--- config.mk ---
export PLATFORM = sky130hd
export DESIGN_NAME = keyed_shuffle_charset_mapper_flat
export DESIGN_NICKNAME = d
export VERILOG_FILES = /design/src/kcm_pkg.sv /design/src/kcm_if.sv /design/src/keyed_shuffle_charset_mapper.sv /design/src/kcm_modu.sv /design/src/flat_wrapper.sv
export SDC_FILE = /design/constraint.sdc
export NUM_CORES = 1
export LEC_CHECK = 0
export BUFFER_PORTS_ARGS = -buffer_cell sky130_fd_sc_hd__buf_2
export CAP_MARGIN = 40
export CORE_ASPECT_RATIO = 0.9
export CORE_MARGIN = 8
export CORE_UTILIZATION = 60
export DETAILED_ROUTE_END_ITERATION = 16
export PLACE_DENSITY = 0.86
export SYNTH_ARGS = -nofsm -noshare
export SYNTH_HDL_FRONTEND = slang
export SYNTH_HIERARCHICAL = 1
export SYNTH_SLANG_ARGS = --single-unit
--- constraint.sdc ---
create_clock -name clk -period 6.6 [get_ports clk]
set_input_delay 0.66 -clock clk [delete_from_list [all_inputs] [get_ports clk]]
set_output_delay 0.66 -clock clk [all_outputs]
set_load 0.05 [all_outputs]
--- src/kcm_pkg.sv ---
// Shared constants, handshake structs and the symbol table of the charset mapper.
`default_nettype none
package kcm_pkg;

	localparam int BYTE_W       = 8;
	localparam int CHAR_W       = 7;
	localparam int LEN_W        = 6;
	localparam int DIV_W        = 7;
	localparam int DIV_STEPS    = BYTE_W;
	localparam int DIV_CNT_W    = $clog2(DIV_STEPS + 1);
	localparam int SYMBOL_COUNT = 76;
	localparam int MAX_RESULTS  = 32;

	typedef struct packed {
		logic              start;
		logic [BYTE_W-1:0] dividend;
		logic [DIV_W-1:0]  divisor;
	} div_req_t;

	typedef struct packed {
		logic             busy;
		logic             done;
		logic [DIV_W-1:0] rem;
	} div_rsp_t;

	// Maps a symbol index 0..75 onto its ASCII code.
	function automatic logic [CHAR_W-1:0] symbol_char(input logic [DIV_W-1:0] idx);
		logic [CHAR_W-1:0] code;
		code = 7'd65;
		if (idx < 7'd26) begin
			code = 7'd65 + idx;
		end else if (idx < 7'd52) begin
			code = 7'd97 + (idx - 7'd26);
		end else if (idx < 7'd62) begin
			code = 7'd48 + (idx - 7'd52);
		end else begin
			unique case (idx)
				7'd62:   code = 7'd33;  // !
				7'd63:   code = 7'd64;  // @
				7'd64:   code = 7'd35;  // #
				7'd65:   code = 7'd36;  // $
				7'd66:   code = 7'd37;  // %
				7'd67:   code = 7'd94;  // ^
				7'd68:   code = 7'd38;  // &
				7'd69:   code = 7'd42;  // *
				7'd70:   code = 7'd40;  // (
				7'd71:   code = 7'd41;  // )
				7'd72:   code = 7'd45;  // -
				7'd73:   code = 7'd95;  // _
				7'd74:   code = 7'd61;  // =
				7'd75:   code = 7'd43;  // +
				default: code = 7'd65;
			endcase
		end
		return code;
	endfunction

endpackage
`default_nettype wire

--- src/kcm_if.sv ---
// Valid/ready channel interfaces for digest bytes in and characters out.
`default_nettype none
interface kcm_in_if;
	logic                      valid;
	logic                      ready;
	logic [kcm_pkg::BYTE_W-1:0] digest_byte;

	modport source (output valid, output digest_byte, input ready);
	modport sink (input valid, input digest_byte, output ready);
endinterface

interface kcm_out_if;
	logic                      valid;
	logic                      ready;
	logic [kcm_pkg::CHAR_W-1:0] char_code;
	logic                      last_char;

	modport source (output valid, output char_code, output last_char, input ready);
	modport sink (input valid, input char_code, input last_char, output ready);
endinterface
`default_nettype wire

--- src/keyed_shuffle_charset_mapper.sv ---
// Top level: digest store, keyed shuffle sequencer and character emission.
//
//   channel    | dir | handshake            | word
//   digest     | in  | valid/ready          | digest_byte[7:0]
//   chars      | out | valid/ready          | char_code[6:0], last_char
//   cfg        | in  | cfg_wen, no back-off | cfg_wdata[5:0] (output_length)
//
// Digest bytes are taken only while the block is loading. After the last byte the block
// runs a permutation init sweep, then DIGEST_BYTES-1 swaps and n characters, n the
// emitted length; each swap and each character passes through the shared modulo unit
// plus accesses to the digest and permutation stores.
// Reset clears the sequencer and loads output_length with 32; stores hold no reset.
// A stalled character holds the sequencer until the word is taken.
`default_nettype none
module keyed_shuffle_charset_mapper #(
	parameter int DIGEST_BYTES = 32
) (
	input  wire logic                       clk,
	input  wire logic                       arst_n,
	input  wire logic                       cfg_wen,
	input  wire logic [kcm_pkg::LEN_W-1:0]  cfg_wdata,
	kcm_in_if.sink                          digest,
	kcm_out_if.source                       chars
);

	localparam int IW = $clog2(DIGEST_BYTES);
	localparam logic [kcm_pkg::LEN_W-1:0] N_CAP = kcm_pkg::LEN_W'(
		(DIGEST_BYTES < kcm_pkg::MAX_RESULTS) ? DIGEST_BYTES : kcm_pkg::MAX_RESULTS);

	localparam logic [3:0] S_LOAD    = 4'd0;
	localparam logic [3:0] S_INIT    = 4'd1;
	localparam logic [3:0] S_SW_RD   = 4'd2;
	localparam logic [3:0] S_SW_GO   = 4'd3;
	localparam logic [3:0] S_SW_WAIT = 4'd4;
	localparam logic [3:0] S_SW_PRD  = 4'd5;
	localparam logic [3:0] S_SW_WA   = 4'd6;
	localparam logic [3:0] S_SW_WB   = 4'd7;
	localparam logic [3:0] S_EM_PRD  = 4'd8;
	localparam logic [3:0] S_EM_DRD  = 4'd9;
	localparam logic [3:0] S_EM_GO   = 4'd10;
	localparam logic [3:0] S_EM_WAIT = 4'd11;
	localparam logic [3:0] S_EM_OUT  = 4'd12;

	logic [3:0]                    state_q;
	logic [IW-1:0]                 cnt_q;
	logic [IW-1:0]                 i_q;
	logic [IW-1:0]                 partner_q;
	logic [kcm_pkg::LEN_W-1:0]     k_q;
	logic [kcm_pkg::LEN_W-1:0]     n_q;
	logic [kcm_pkg::LEN_W-1:0]     cfg_q;
	logic                          out_valid_q;
	logic [kcm_pkg::CHAR_W-1:0]    char_q;
	logic                          last_q;

	logic [kcm_pkg::BYTE_W-1:0]    digest_mem [DIGEST_BYTES];
	logic [IW-1:0]                 perm_mem [DIGEST_BYTES];
	logic [kcm_pkg::BYTE_W-1:0]    d_rd_q;
	logic [IW-1:0]                 prd_a_q;
	logic [IW-1:0]                 prd_b_q;

	logic                          d_we;
	logic                          d_re;
	logic [IW-1:0]                 d_raddr;
	logic                          p_we;
	logic [IW-1:0]                 p_waddr;
	logic [IW-1:0]                 p_wdata;
	logic                          p_re;
	logic [IW-1:0]                 p_raddr_a;
	logic [kcm_pkg::LEN_W-1:0]     n_next;

	kcm_pkg::div_req_t             div_req;
	kcm_pkg::div_rsp_t             div_rsp;

	kcm_modu u_modu (
		.clk    (clk),
		.arst_n (arst_n),
		.req    (div_req),
		.rsp    (div_rsp)
	);

	assign digest.ready    = (state_q == S_LOAD);
	assign chars.valid     = out_valid_q;
	assign chars.char_code = char_q;
	assign chars.last_char = last_q;

	assign n_next = (cfg_q > N_CAP) ? N_CAP : cfg_q;

	always_comb begin
		d_we      = (state_q == S_LOAD) && digest.valid;
		d_re      = (state_q == S_SW_RD) || (state_q == S_EM_DRD);
		d_raddr   = (state_q == S_SW_RD) ? i_q : prd_a_q;
		p_re      = (state_q == S_SW_PRD) || (state_q == S_EM_PRD);
		p_raddr_a = (state_q == S_SW_PRD) ? i_q : k_q[IW-1:0];
		p_we      = (state_q == S_INIT) || (state_q == S_SW_WA) || (state_q == S_SW_WB);
		p_waddr   = (state_q == S_SW_WB) ? partner_q : i_q;
		p_wdata   = i_q;
		if (state_q == S_SW_WA) begin
			p_wdata = prd_b_q;
		end else if (state_q == S_SW_WB) begin
			p_wdata = prd_a_q;
		end
		div_req.start    = (state_q == S_SW_GO) || (state_q == S_EM_GO);
		div_req.dividend = d_rd_q;
		div_req.divisor  = (state_q == S_EM_GO) ? kcm_pkg::DIV_W'(kcm_pkg::SYMBOL_COUNT)
		                                         : kcm_pkg::DIV_W'(i_q) + 7'd1;
	end

	always_ff @(posedge clk) begin
		if (d_we) begin
			digest_mem[cnt_q] <= digest.digest_byte;
		end
		if (d_re) begin
			d_rd_q <= digest_mem[d_raddr];
		end
	end

	always_ff @(posedge clk) begin
		if (p_we) begin
			perm_mem[p_waddr] <= p_wdata;
		end
		if (p_re) begin
			prd_a_q <= perm_mem[p_raddr_a];
			prd_b_q <= perm_mem[partner_q];
		end
	end

	always_ff @(posedge clk) begin
		if (state_q == S_SW_WAIT && div_rsp.done) begin
			partner_q <= div_rsp.rem[IW-1:0];
		end
		if (state_q == S_EM_WAIT && div_rsp.done) begin
			char_q <= kcm_pkg::symbol_char(div_rsp.rem);
			last_q <= ((k_q + 1'b1) == n_q);
		end
	end

	always_ff @(posedge clk or negedge arst_n) begin
		if (!arst_n) begin
			cfg_q <= kcm_pkg::LEN_W'(32);
		end else if (cfg_wen) begin
			cfg_q <= cfg_wdata;
		end
	end

	always_ff @(posedge clk or negedge arst_n) begin
		if (!arst_n) begin
			state_q     <= S_LOAD;
			cnt_q       <= '0;
			i_q         <= '0;
			k_q         <= '0;
			n_q         <= '0;
			out_valid_q <= 1'b0;
		end else begin
			unique case (state_q)
				S_LOAD: begin
					if (digest.valid) begin
						if (cnt_q == IW'(DIGEST_BYTES - 1)) begin
							cnt_q   <= '0;
							i_q     <= '0;
							state_q <= S_INIT;
						end else begin
							cnt_q <= cnt_q + 1'b1;
						end
					end
				end
				// The identity sweep leaves i_q at the top index, where the shuffle starts.
				S_INIT: begin
					if (i_q == IW'(DIGEST_BYTES - 1)) begin
						state_q <= S_SW_RD;
					end else begin
						i_q <= i_q + 1'b1;
					end
				end
				S_SW_RD:   state_q <= S_SW_GO;
				S_SW_GO:   state_q <= S_SW_WAIT;
				S_SW_WAIT: begin
					if (div_rsp.done) begin
						state_q <= S_SW_PRD;
					end
				end
				S_SW_PRD:  state_q <= S_SW_WA;
				S_SW_WA:   state_q <= S_SW_WB;
				S_SW_WB: begin
					if (i_q == IW'(1)) begin
						k_q     <= '0;
						n_q     <= n_next;
						state_q <= (n_next == '0) ? S_LOAD : S_EM_PRD;
					end else begin
						i_q     <= i_q - 1'b1;
						state_q <= S_SW_RD;
					end
				end
				S_EM_PRD:  state_q <= S_EM_DRD;
				S_EM_DRD:  state_q <= S_EM_GO;
				S_EM_GO:   state_q <= S_EM_WAIT;
				S_EM_WAIT: begin
					if (div_rsp.done) begin
						out_valid_q <= 1'b1;
						state_q     <= S_EM_OUT;
					end
				end
				S_EM_OUT: begin
					if (chars.ready) begin
						out_valid_q <= 1'b0;
						if (last_q) begin
							state_q <= S_LOAD;
						end else begin
							k_q     <= k_q + 1'b1;
							state_q <= S_EM_PRD;
						end
					end
				end
				default: state_q <= S_LOAD;
			endcase
		end
	end

	a_valid_only_in_emit: assert property (@(posedge clk) disable iff (!arst_n)
		chars.valid |-> (state_q == S_EM_OUT))
		else $error("character word valid outside the emit state");

	a_no_load_while_emitting: assert property (@(posedge clk) disable iff (!arst_n)
		chars.valid |-> !digest.ready)
		else $error("digest taken while a character is pending");

	a_div_start_idle: assert property (@(posedge clk) disable iff (!arst_n)
		div_req.start |-> !div_rsp.busy)
		else $error("modulo unit started while busy");

	a_last_returns_to_load: assert property (@(posedge clk) disable iff (!arst_n)
		(chars.valid && chars.ready && chars.last_char) |=> (state_q == S_LOAD))
		else $error("sequencer did not return to loading after the last character");

endmodule
`default_nettype wire

--- src/kcm_modu.sv ---
// Shared restoring modulo unit: one dividend bit per cycle.
`default_nettype none
module kcm_modu (
	input  wire logic              clk,
	input  wire logic              arst_n,
	input  wire kcm_pkg::div_req_t req,
	output kcm_pkg::div_rsp_t      rsp
);

	logic [kcm_pkg::BYTE_W-1:0]    dvd_q;
	logic [kcm_pkg::DIV_W-1:0]     dvs_q;
	logic [kcm_pkg::DIV_W-1:0]     rem_q;
	logic [kcm_pkg::DIV_CNT_W-1:0] cnt_q;
	logic                          done_q;
	logic [kcm_pkg::DIV_W:0]       rem_sh;
	logic [kcm_pkg::DIV_W-1:0]     rem_nx;

	// The partial remainder stays below the divisor, so the shifted value fits one extra bit.
	always_comb begin
		rem_sh = {rem_q, dvd_q[kcm_pkg::BYTE_W-1]};
		if (rem_sh >= {1'b0, dvs_q}) begin
			rem_nx = kcm_pkg::DIV_W'(rem_sh - {1'b0, dvs_q});
		end else begin
			rem_nx = rem_sh[kcm_pkg::DIV_W-1:0];
		end
	end

	always_ff @(posedge clk or negedge arst_n) begin
		if (!arst_n) begin
			cnt_q  <= '0;
			done_q <= 1'b0;
		end else if (req.start) begin
			cnt_q  <= kcm_pkg::DIV_CNT_W'(kcm_pkg::DIV_STEPS);
			done_q <= 1'b0;
		end else if (cnt_q != '0) begin
			cnt_q  <= cnt_q - 1'b1;
			done_q <= (cnt_q == kcm_pkg::DIV_CNT_W'(1));
		end else begin
			done_q <= 1'b0;
		end
	end

	always_ff @(posedge clk) begin
		if (req.start) begin
			dvd_q <= req.dividend;
			dvs_q <= req.divisor;
			rem_q <= '0;
		end else if (cnt_q != '0) begin
			dvd_q <= {dvd_q[kcm_pkg::BYTE_W-2:0], 1'b0};
			rem_q <= rem_nx;
		end
	end

	assign rsp.busy = (cnt_q != '0);
	assign rsp.done = done_q;
	assign rsp.rem  = rem_q;

endmodule
`default_nettype wire

--- src/flat_wrapper.sv ---
// flat-port wrapper written by rule: the top's interface ports become plain ports
module keyed_shuffle_charset_mapper_flat 
#(
	parameter int DIGEST_BYTES = 32
)
  (clk, arst_n, cfg_wen, cfg_wdata, digest_valid, digest_digest_byte, digest_ready, chars_valid, chars_char_code, chars_last_char, chars_ready);
  kcm_in_if digest_i ();
  kcm_out_if chars_i ();
  input  wire logic clk;
  input  wire logic arst_n;
  input  wire logic cfg_wen;
  input  wire logic [kcm_pkg::LEN_W-1:0] cfg_wdata;
  input wire logic [$bits(digest_i.valid)-1:0] digest_valid;
  input wire logic [$bits(digest_i.digest_byte)-1:0] digest_digest_byte;
  output wire logic [$bits(digest_i.ready)-1:0] digest_ready;
  output wire logic [$bits(chars_i.valid)-1:0] chars_valid;
  output wire logic [$bits(chars_i.char_code)-1:0] chars_char_code;
  output wire logic [$bits(chars_i.last_char)-1:0] chars_last_char;
  input wire logic [$bits(chars_i.ready)-1:0] chars_ready;
  assign digest_i.valid = digest_valid;
  assign digest_i.digest_byte = digest_digest_byte;
  assign digest_ready = digest_i.ready;
  assign chars_valid = chars_i.valid;
  assign chars_char_code = chars_i.char_code;
  assign chars_last_char = chars_i.last_char;
  assign chars_i.ready = chars_ready;
  keyed_shuffle_charset_mapper #(.DIGEST_BYTES(DIGEST_BYTES)) u_core (.clk(clk), .arst_n(arst_n), .cfg_wen(cfg_wen), .cfg_wdata(cfg_wdata), .digest(digest_i), .chars(chars_i));
endmodule
# ---- After elaboration in Yosys (flattened, before gate mapping)
# Memory sizes are Yosys's and may differ from the RTL's. A register that Yosys moved wholly into a read port is not among the register bits.
# Cells that the tools add are included.
dict set report classes {
  n_eq_ne 41
  reduce_logical 21
  n_lt_le_gt_ge 5
  add_sub_neg 12
  muxes 44
}
# cell count
set op_table {}
lappend op_table {{$pmux W7 S14} 1}
lappend op_table {{$eq A7 B7 Y1 const B} 12}
lappend op_table {{$pmux W4 S13} 1}
lappend op_table {{$mux W5} 10}
lappend op_table {{$mux W4} 11}
lappend op_table {{$mux W7} 4}
lappend op_table {{$mux W6} 4}
lappend op_table {{$eq A4 B4 Y1 const B} 5}
lappend op_table {{$ne A2 B2 Y1 const B} 9}
lappend op_table {{$eq A4 B3 Y1 const B} 4}
lappend op_table {{$mux W8} 2}
lappend op_table {{$pmux W5 S3} 1}
lappend op_table {{$add A7 B7 Y7 const A} 2}
lappend op_table {{$eq A7 B6 Y1 const B} 2}
lappend op_table {{$lt A7 B6 Y1 const B} 2}
lappend op_table {{$pmux W6 S2} 1}
lappend op_table {{$add A5 B1 Y5 const B} 2}
lappend op_table {{$eq A5 B5 Y1 const B} 2}
lappend op_table {{$eq A4 B1 Y1 const B} 2}
lappend op_table {{$eq A4 B2 Y1 const B} 2}
lappend op_table {{$ge A8 B7 Y1} 1}
lappend op_table {{$mux W1} 8}
lappend op_table {{$add A6 B7 Y7 const A} 1}
lappend op_table {{$lt A7 B5 Y1 const B} 1}
lappend op_table {{24 further kinds} 33}
dict set report word_totals {
  ram_bits 416
  out_inout_bits 10
  register_bits 73
  n_memories 2
  input_bits 19
}
# name depth width read_ports rd_clocked_by_memory_dff write_ports line
set mem_list {}
lappend mem_list {u_core.digest_mem 32 8 1 1 1 keyed_shuffle_charset_mapper.sv:55} ;# logic [kcm_pkg::BYTE_W-1:0] digest_mem [DIGEST_BYTES];
lappend mem_list {u_core.perm_mem 32 5 2 2 1 keyed_shuffle_charset_mapper.sv:56} ;# logic [IW-1:0] perm_mem [DIGEST_BYTES];

# ---- Depth between registers and ports, before layout
# Gate-level depths: netlist of the first run.
dict set report depth {
  ltp_word 6
  ltp_mapped 9
  ltp_nobuf 9
}

# ---- Hierarchy
# The synthesis of the first run kept the hierarchy.
# mod seq_area_each_um2 n_inst area_per_inst_um2 cells_per_inst
set modules_own_cells {}
lappend modules_own_cells {keyed_shuffle_charset_mapper 14249.9 1 21699.6 1455}
lappend modules_own_cells {kcm_modu 715.7 1 1577.8 144}

# ---- Least setup slack after synthesis of the first run
# No wires, ideal clock.
dict set report synth_timing {
  path_type {reg2reg}
  start {register u_core.state_q[0]}
  end {memory u_core/digest_mem[23][0] (netlist bit), enable pin}
  setup_ps 385
  path_buffers 1
  t_required_ps 6215
  setup_slack_ps 2596
  stages_incl_launch_ff 6
  period_less_slack_ps 4004
  arrival_time_ps 3619
  path_cell_list {dfrtp_1 > nor4_1 > and2_1 > clkbuf_1 > nand3_1 > nor3b_1}
}
dict set report synth_via {
  elab_chain_cells 4
}
# element line
set synth_lines {}
lappend synth_lines {{from (decl)} keyed_shuffle_charset_mapper.sv:44} ;# logic [3:0] state_q;
lappend synth_lines {{from (signal assigned)} keyed_shuffle_charset_mapper.sv:187} ;# state_q <= (n_next == '0) ? S_LOAD : S_EM_PRD;
lappend synth_lines {{$logic_not A4 Y1} --}
lappend synth_lines {{via digest_ready} flat_wrapper.sv:15} ;# output wire logic [$bits(digest_i.ready)-1:0] digest_ready;
lappend synth_lines {{$logic_and A1 B1 Y1} keyed_shuffle_charset_mapper.sv:89} ;# d_we = (state_q == S_LOAD) && digest.valid;
lappend synth_lines {{$mux W1} keyed_shuffle_charset_mapper.sv:109} ;# if (d_we) begin
lappend synth_lines {{$mux W1 (implied by the code)} keyed_shuffle_charset_mapper.sv:110} ;# digest_mem[cnt_q] <= digest.digest_byte;
lappend synth_lines {{to (decl)} keyed_shuffle_charset_mapper.sv:55}
# The timed path passes the listed nets, and every way through them passes these cells.

# ---- Worst setup path in the final report of the first run
dict set report layout_timing {
  start {register u_core.state_q[3]}
  end {register u_core.prd_a_q[4] (read register of u_core.perm_mem) (data pin)}
}
dict set report layout_via {
  elab_chain_cells 2
}
# element line
set layout_lines {}
lappend layout_lines {{$eq A4 B3 Y1 or $eq A4 B4 Y1 (tied branches)} {keyed_shuffle_charset_mapper.sv:92, keyed_shuffle_charset_mapper.sv:93}}
lappend layout_lines {{$mux W5 or $logic_or A1 B1 Y1 (tied branches)} {keyed_shuffle_charset_mapper.sv:93, keyed_shuffle_charset_mapper.sv:92}}
lappend layout_lines {{to (decl)} keyed_shuffle_charset_mapper.sv:58} ;# logic [IW-1:0] prd_a_q;
# Parallel ways exist; a longest one is shown, timed or not.
# A chain may end at the register's enable or synchronous reset.

==> results of run 1 <==
-- worst reg2reg max path, stage by stage (launching register included) --
cell                       delay (ns)
sky130_fd_sc_hd__dfrtp_1         0.56
sky130_fd_sc_hd__and4bb_1        0.69
sky130_fd_sc_hd__mux2i_4         0.30
sky130_fd_sc_hd__buf_4           0.69
sky130_fd_sc_hd__buf_4           0.66
sky130_fd_sc_hd__mux2i_1         0.36
sky130_fd_sc_hd__a22oi_1         0.13
sky130_fd_sc_hd__a21oi_1         0.23
sky130_fd_sc_hd__nor4_1          0.08
-- cells in the mapped netlist (all sizes together) (18+ instances only) --
cell,n
a21oi,82
ha,30
o21ai,58
a22oi,107
mux2,27
dfrtp,37
mux2i,220
edfxtp,462
clkbuf,57
nand2b,18
nand2,81
inv,25
nor2,102
mux4,50
buf,38
nand3,24
-- per-layer routing --
metal,vias up,track usage [%],share of wire (%)
met5,-,0,0
met4,0,7.50,3.2
li1,6297,-,-
met2,998,36.3,46
met1,7342,33.1,39
met3,159,6.26,12
-- where the power goes --
part | internal, uW | leakage, uW | switching, uW
Sequential | 3960 | 0.00476 | 298
Combinational | 1210 | 0.00377 | 2000
Clock | 1600 | 0.000760 | 1150
-- metrics by stage --
step                      setup slack, ns  hold WS, ns  std cells  utilization [%]
after floorplan                      2.60        0.364       1599                -
after global placement               2.98        0.487       2042             62.2
after detailed placement             2.84        0.484       2056             62.6
after CTS                            2.79        0.309       2146             66.7
after global routing                 2.42        0.321       2146             66.7
final                                2.63        0.328       2146             66.7
-- sequential cells by signal (all words and copies together) (netlist names), 6 cells and up --
name,cells
u_core/cfg_q,6
u_core/chars.char_code,7
u_core/d_rd_q,8
u_core/digest_mem,256
u_core/k_q,6
u_core/n_q,6
u_core/perm_mem,160
u_core/u_modu/dvd_q,8
u_core/u_modu/dvs_q,7
u_core/u_modu/rem_q,7
-- worst paths after layout --
check	from	to	slack (ns)
max	u_core/state_q[3]	u_core/prd_a_q[4]	2.63
min	chars_ready	u_core/chars.valid	0.33
max reg2reg	u_core/state_q[3]	u_core/prd_a_q[4]	2.63
min reg2reg	u_core/n_q[4]	u_core/n_q[4]	0.51
max in group asynchronous	arst_n	u_core/i_q[0]	5.64
min in group asynchronous	arst_n	u_core/n_q[2]	0.49
-- layout make-up --
type	count	area [sq um]	share of cell area (%)
sequential	507	15000	58.6
timing repair buffer	63	488	1.91
clock buffer	67	1320	5.18
clock inverter	22	236	0.926
inverter	25	93.8	0.367
multi-input combinational	972	7820	30.6
tap	490	613	2.40
-- kinds of logic after synthesis --
| family | Yosys count |
|---|---|
| xor gates and xnor gates | 17 |
| adders and majority gates | 31 |
| AOI/OAI and AO/OA | 308 |
| DFF | 507 |
| muxes | 297 |
| and+or+nand+nor | 319 |
| buffers and inverters | 120 |
-- timing repair --
item	4_1_cts	5_1_grt
hold buffers	1	0
endpoints found under the hold margin	7	0
buffers inserted	0	0
==> impl_results.md, run 1 <==
* Placer's final routability congestion estimate at 0.916
* Tmin final at 3.97 ns
* Worst-path maximum fanout at between 50 and 60
* Clock insertion delay at the later pin of the skew report at around 0.57 ns
* Multiplexer fraction of the synthesized cell area at between 10% and 20%
* Count of TritonRoute iterations in the first routing pass at 6
* Logic depth of the worst register-to-register path at 8
* Result of the run: finished clean
* Standard cell core area at 38,300 sq um
* Maximum vdd drop at between 0.3 and 0.4 mV
* Final Max Tran Viols at 0
* Most common library cell in the layout ignoring fill and taps: sky130_fd_sc_hd__edfxtp_1
* Slowest library cell on the worst path: sky130_fd_sc_hd__and4bb_1
* Number of port buffers at 28
* Number of filler cells placed in the layout at 2,442
* Actual slew at the worst max-slew pin at between 1 and 1.5 ns
* CP dominant cell by count: sky130_fd_sc_hd__buf_4
* Total power draw at ~10,000 uW
* Total gr overflow at 0
* Max-cap check violation count at 0
* Main combinational cell family by area after synthesis: multiplexers
* Final standard cell area without fillers at about 26,000 sq um
* CP endpoint kind: register
* Initial antenna violation count at 1
* Sinks on the clock net at around 500
* Maximum clock path buffer count at 3
* Slowest cell delay on critical path at slightly below 0.7 ns
* Xor/xnor share of the synthesized area at less than 1%
* Flip-flop and latch count after synthesis at 507
* Vertical die dimension at 203 um
* Instance area at placement at 24,000 sq um
* Via count of the first global-routing pass at about 14,000
* Period utilisation layout at around three fifths
* Critical Path AT at around 4.3 ns
* Number of distinct library cells after synthesis at 69
* Commonest non-fill, non-tap cells in the layout: sky130_fd_sc_hd__edfxtp_1 (462), sky130_fd_sc_hd__mux2i_1 (218), sky130_fd_sc_hd__a22oi_1 (107), sky130_fd_sc_hd__nor2_1 (94)
* TritonCTS clock tree: built
* Post-synthesis cell area at 23,300 sq um
* Setup repair after global routing missed its margin: false
* Number of nets still failing antenna checks after routing at 0
* Leakage at 0.00928 uW
* Die area at ~45,000 sq um
* First-pass GRT wire length at between 80 and 90 mm
* Layout overhead on the synthesized area at 9.72%
* Die Span X at 224 um
* Data required time of the critical path at about 6.9 ns
* Post-synthesis compound-gate area fraction at around 8.6%
* Number of I/O pins at 29
* Cell at the root of the clock tree: sky130_fd_sc_hd__clkbuf_16
* Ys Warns at 6
* Final #Nets at 1,668
* # setup viols final at 0
* Vias per cell at 6.89
* Vias at around 15,000
* Synthesized netlist net count at ~1,600
* Arithmetic-cell share of the synthesized area counting full adders, half adders and majority gates at 1.70%
* Layout cells sized above 1 at between 10% and 20%
* Crit. path cell count at 8
* Hold Path Class: primary input to register
* Number of hold violations in the final report at 0
* Detailed placement HPWL at roughly 35 mm
* Leading register cell type out of synthesis: sky130_fd_sc_hd__edfxtp_1
* Post-synthesis instance total at around 1,600
* Cell type contributing the most total cell area after synthesis: sky130_fd_sc_hd__edfxtp_1
* Worst slew margin relative to its limit at between 30% and 40%
* H-Tree Level Count at 2
* Yosys top cell area share at between 50 and 60%
* FMAX at between 200 and 300 MHz
* Average routed wire per standard cell at about 26 um
* Maximum number of pins on one net before global-route repair at roughly 130
* All-layer global routing usage at a little under a quarter
* CTS Buf Count at slightly below 50
* Largest delay share family, worst path: buffers and inverters
* Worst Clk Skew at roughly 0.030 ns
* Startpoint type of the worst setup path: register
* Number of cells traversed by the worst hold path at 2
* Share of async-settable or async-resettable flops after synthesis at under 10%
* First DRT Iteration DRCs at just over 2,000
* Post-synth EDFFs at between 400 and 500
* Ratio of total power to cell area at about 400 nW/um^2
* Worst path cell trace: and4bb_1 -> mux2i_4 -> buf_4 -> buf_4 -> mux2i_1 -> a22oi_1 -> a21oi_1 -> nor4_1
* Crit Path Class: register to register
* Number of inserted diodes at 0
* Simple-Gate Fraction of Synth Area at between 6 and 7%
* Initial cell density of the core at between 60 and 70%
* Average size of a mapped cell at about 15 sq um
* Total length of routed wires at approximately 55 mm
* Final sum of negative setup slack at 0 ns
* Post-synthesis sequential area ratio at between 60% and 70%
* Dominant cells by area after synthesis: sky130_fd_sc_hd__edfxtp_1 (60%), sky130_fd_sc_hd__mux2i_1 (9.5%), sky130_fd_sc_hd__mux4_2 (4.8%)
* Buf/Inv on CP at 2
* Clock transition at the registers of the reported paths at roughly 0.06 ns
* Resize count post-CTS at 0
* Remaining DRCs at 0
* Std-Cell Rows at slightly below 70
(Power assumes the default switching activity.)
==> run 2: changes to the inputs <==
CORE_UTILIZATION = 57   (was 60)
clock period = 3.65 ns   (was 6.6 ns; I/O delays follow)
==> impl_results.md, run 2 (synthesized netlist as in run 1, its figures left out) <==
* Result of the run: finished clean
* Maximum clock path buffer count at 3
* Endpoint of the lowest-slack register-to-register path: u_core/d_rd_q[2]
* Number of hold violations in the final report at 0
* Count of TritonRoute iterations in the first routing pass at 6
* Share of the core filled with cells at 64.2%
* Hold Path Class: primary input to register
* Worst path cell trace: nor4b_2 -> buf_4 -> mux2i_1 -> nor2_2 -> buf_4 -> buf_4 -> a22oi_1 -> a21oi_1 -> nor4_1
* Actual slew at the worst max-slew pin at 0.929 ns
* Number of nets still failing antenna checks after routing at 0
* Initial cell density of the core at between 50 and 60%
* CP dominant cell by count: sky130_fd_sc_hd__buf_4
* Final #Nets at between 1,500 and 2,000
* Data required time of the critical path at 4.02 ns
* Number of I/O pins at 29
* Logic depth of the worst register-to-register path at 9
* Die Span X at around 230 um
* Average routed wire per standard cell at ~25 um
* Final Max Tran Viols at 0
* Initial antenna violation count at 0
* Slowest cell delay on critical path at roughly 0.55 ns
* Vias per cell at roughly 6.7
* Cell-internal power at roughly 13,000 uW
* Worst-path maximum fanout at 26
* Ratio of total power to cell area at 730 nW/um^2
* Placer's final routability congestion estimate at between 0.9 and 1
* Setup repair after global routing missed its margin: false
* Vertical die dimension at a little over 200 um
* R2R Path Start: u_core/state_q[0]
* Crit. path cell count at 9
* Start point of the critical path: u_core/state_q[0]
* Top flop regs: u_core/digest_mem (256), u_core/perm_mem (160)
* H-Tree Level Count at 2
* Std-Cell Rows at 70
* Top register by number of flip-flops: u_core/digest_mem
* Remaining DRCs at 0
* Startpoint type of the worst setup path: register
* Crit Path Class: register to register
* Area used by sequential logic in the layout at ~15,000 sq um
* Clock insertion delay at the later pin of the skew report at roughly 0.61 ns
* Sw frac at roughly 34%
* Last element of the critical path: u_core/d_rd_q[2]
* Commonest non-fill, non-tap cells in the layout: sky130_fd_sc_hd__edfxtp_1 (462), sky130_fd_sc_hd__mux2i_1 (218), sky130_fd_sc_hd__a22oi_1 (107), sky130_fd_sc_hd__nor2_1 (98)
* Vias at 14,800
* Detailed placement HPWL at 36.4 mm
* Combined area of the multi-input logic cells at a little under 8000 sq um
* Layout cells sized above 1 at approximately 16%
* Power share of the sequential group at between 40 and 50%
* Relative contribution of the clock network to total power at 28.1%
* FMAX at around 310 MHz
* Max-cap check violation count at 0
* Max reg flops at approximately 260
* # setup viols final at 0
* Worst reg2reg setup slack at 0.44 ns
* Maximum vdd drop at between 0.4 and 0.5 mV
* Largest delay share family, worst path: simple AND/OR/NAND/NOR gates
* Die area at roughly 48,000 sq um
* Leakage at roughly 0.0095 uW
* Maximum number of pins on one net before global-route repair at between 40 and 50
* Clock transition at the registers of the reported paths at approximately 0.060 ns
* CP endpoint kind: register
* All-layer global routing usage at 22.9%
* Tmin final at roughly 3.2 ns
* Combinational group share of total power at 31.2%
* Number of filler cells placed in the layout at about 2,700
* TritonCTS clock tree: built
* Number of inserted diodes at 0
* Standard cell core area at 40,500 sq um
* Buf/Inv on CP at 3
* Total length of routed wires at ~56 mm
* Cell at the root of the clock tree: sky130_fd_sc_hd__clkbuf_16
* Worst Clk Skew at approximately 0.021 ns
* Most common library cell in the layout ignoring fill and taps: sky130_fd_sc_hd__edfxtp_1
* Final sum of negative setup slack at 0 ns
* Period utilisation layout at about 88%
* First DRT Iteration DRCs at just over 2,000
* Slowest library cell on the worst path: sky130_fd_sc_hd__dfrtp_1
* CTS Buf Count at 51
* First-pass GRT wire length at around 86 mm
* Critical Path AT at between 3 and 4 ns
* Sinks on the clock net at approximately 500
* Number of port buffers at 28
* Layout overhead on the synthesized area at 11.7%
* Post-CTS Setup Repair Bufs at 0
* Worst slew margin relative to its limit at between 30% and 40%
* Total gr overflow at 0
* Via count of the first global-routing pass at around 14,000
* Power spent charging and discharging nets at 6470 uW
## run 2: through the flow
step	hold slack [ns]	cell area (sq um)	std cells	total power, uW	setup WS [ns]
floorplan	0.0694	23300	1599	11800	0.362
global placement	0.477	24200	2122	13200	0.763
detailed placement	0.301	24200	2126	13500	0.637
CTS	0.0236	26000	2229	18900	0.526
global route	0.0412	26000	2229	19700	0.315
finish	0.0311	26000	2229	19000	0.445
## run 2: layout make-up
class / instances / area share [%]
Clock buffer: 62 / 5.07
Clock inverter: 34 / 1.55
Inverter: 25 / 0.361
Multi-Input combinational cell: 972 / 30.0
Sequential cell: 507 / 57.6
Tap cell: 540 / 2.60
Timing Repair Buffer: 89 / 2.80
## run 2: how the worst min path moves through the flow
stage | start | end | slack (ns) | cells past startpoint
3_5_place_dp | arst_n | u_core/i_q[3] | 0.30 | 1
3_3_place_gp | u_core/u_modu/cnt_q[3] | u_core/u_modu/done_q | 0.48 | 1
2_1_floorplan | arst_n | u_core/cfg_q[0] | 0.07 | 0
6_report | cfg_wdata[4] | u_core/cfg_q[4] | 0.03 | 2
5_1_grt | cfg_wdata[4] | u_core/cfg_q[4] | 0.04 | 2
4_1_cts | cfg_wdata[4] | u_core/cfg_q[4] | 0.02 | 2
## run 2: metal layers
layer,track usage [%],vias to the layer above,part of all wire [%],wire (um)
met5,0,-,0,0
met4,9.38,0,3.9,2200
met3,4.88,173,11,6020
met2,36.8,1045,48,26700
met1,30.3,7255,38,21200
li1,-,6374,-,-
## run 2: what timing repair did
item,4_1_cts,5_1_grt
gates resized for setup,0,0
hold buffers,7,0
hold endpoints to repair,43,0
## run 2: power groups by stage
| stage | sequential [uW] | combinational (uW) | clock (uW) |
|---|---|---|---|
| final | 7730 | 5920 | 5330 |
| after floorplan | 7540 | 4230 | 0 |
| after detailed placement | 7810 | 5670 | 0 |
| after global routing | 7770 | 6300 | 5610 |
| after global placement | 7790 | 5430 | 0 |
| after CTS | 7710 | 5770 | 5390 |
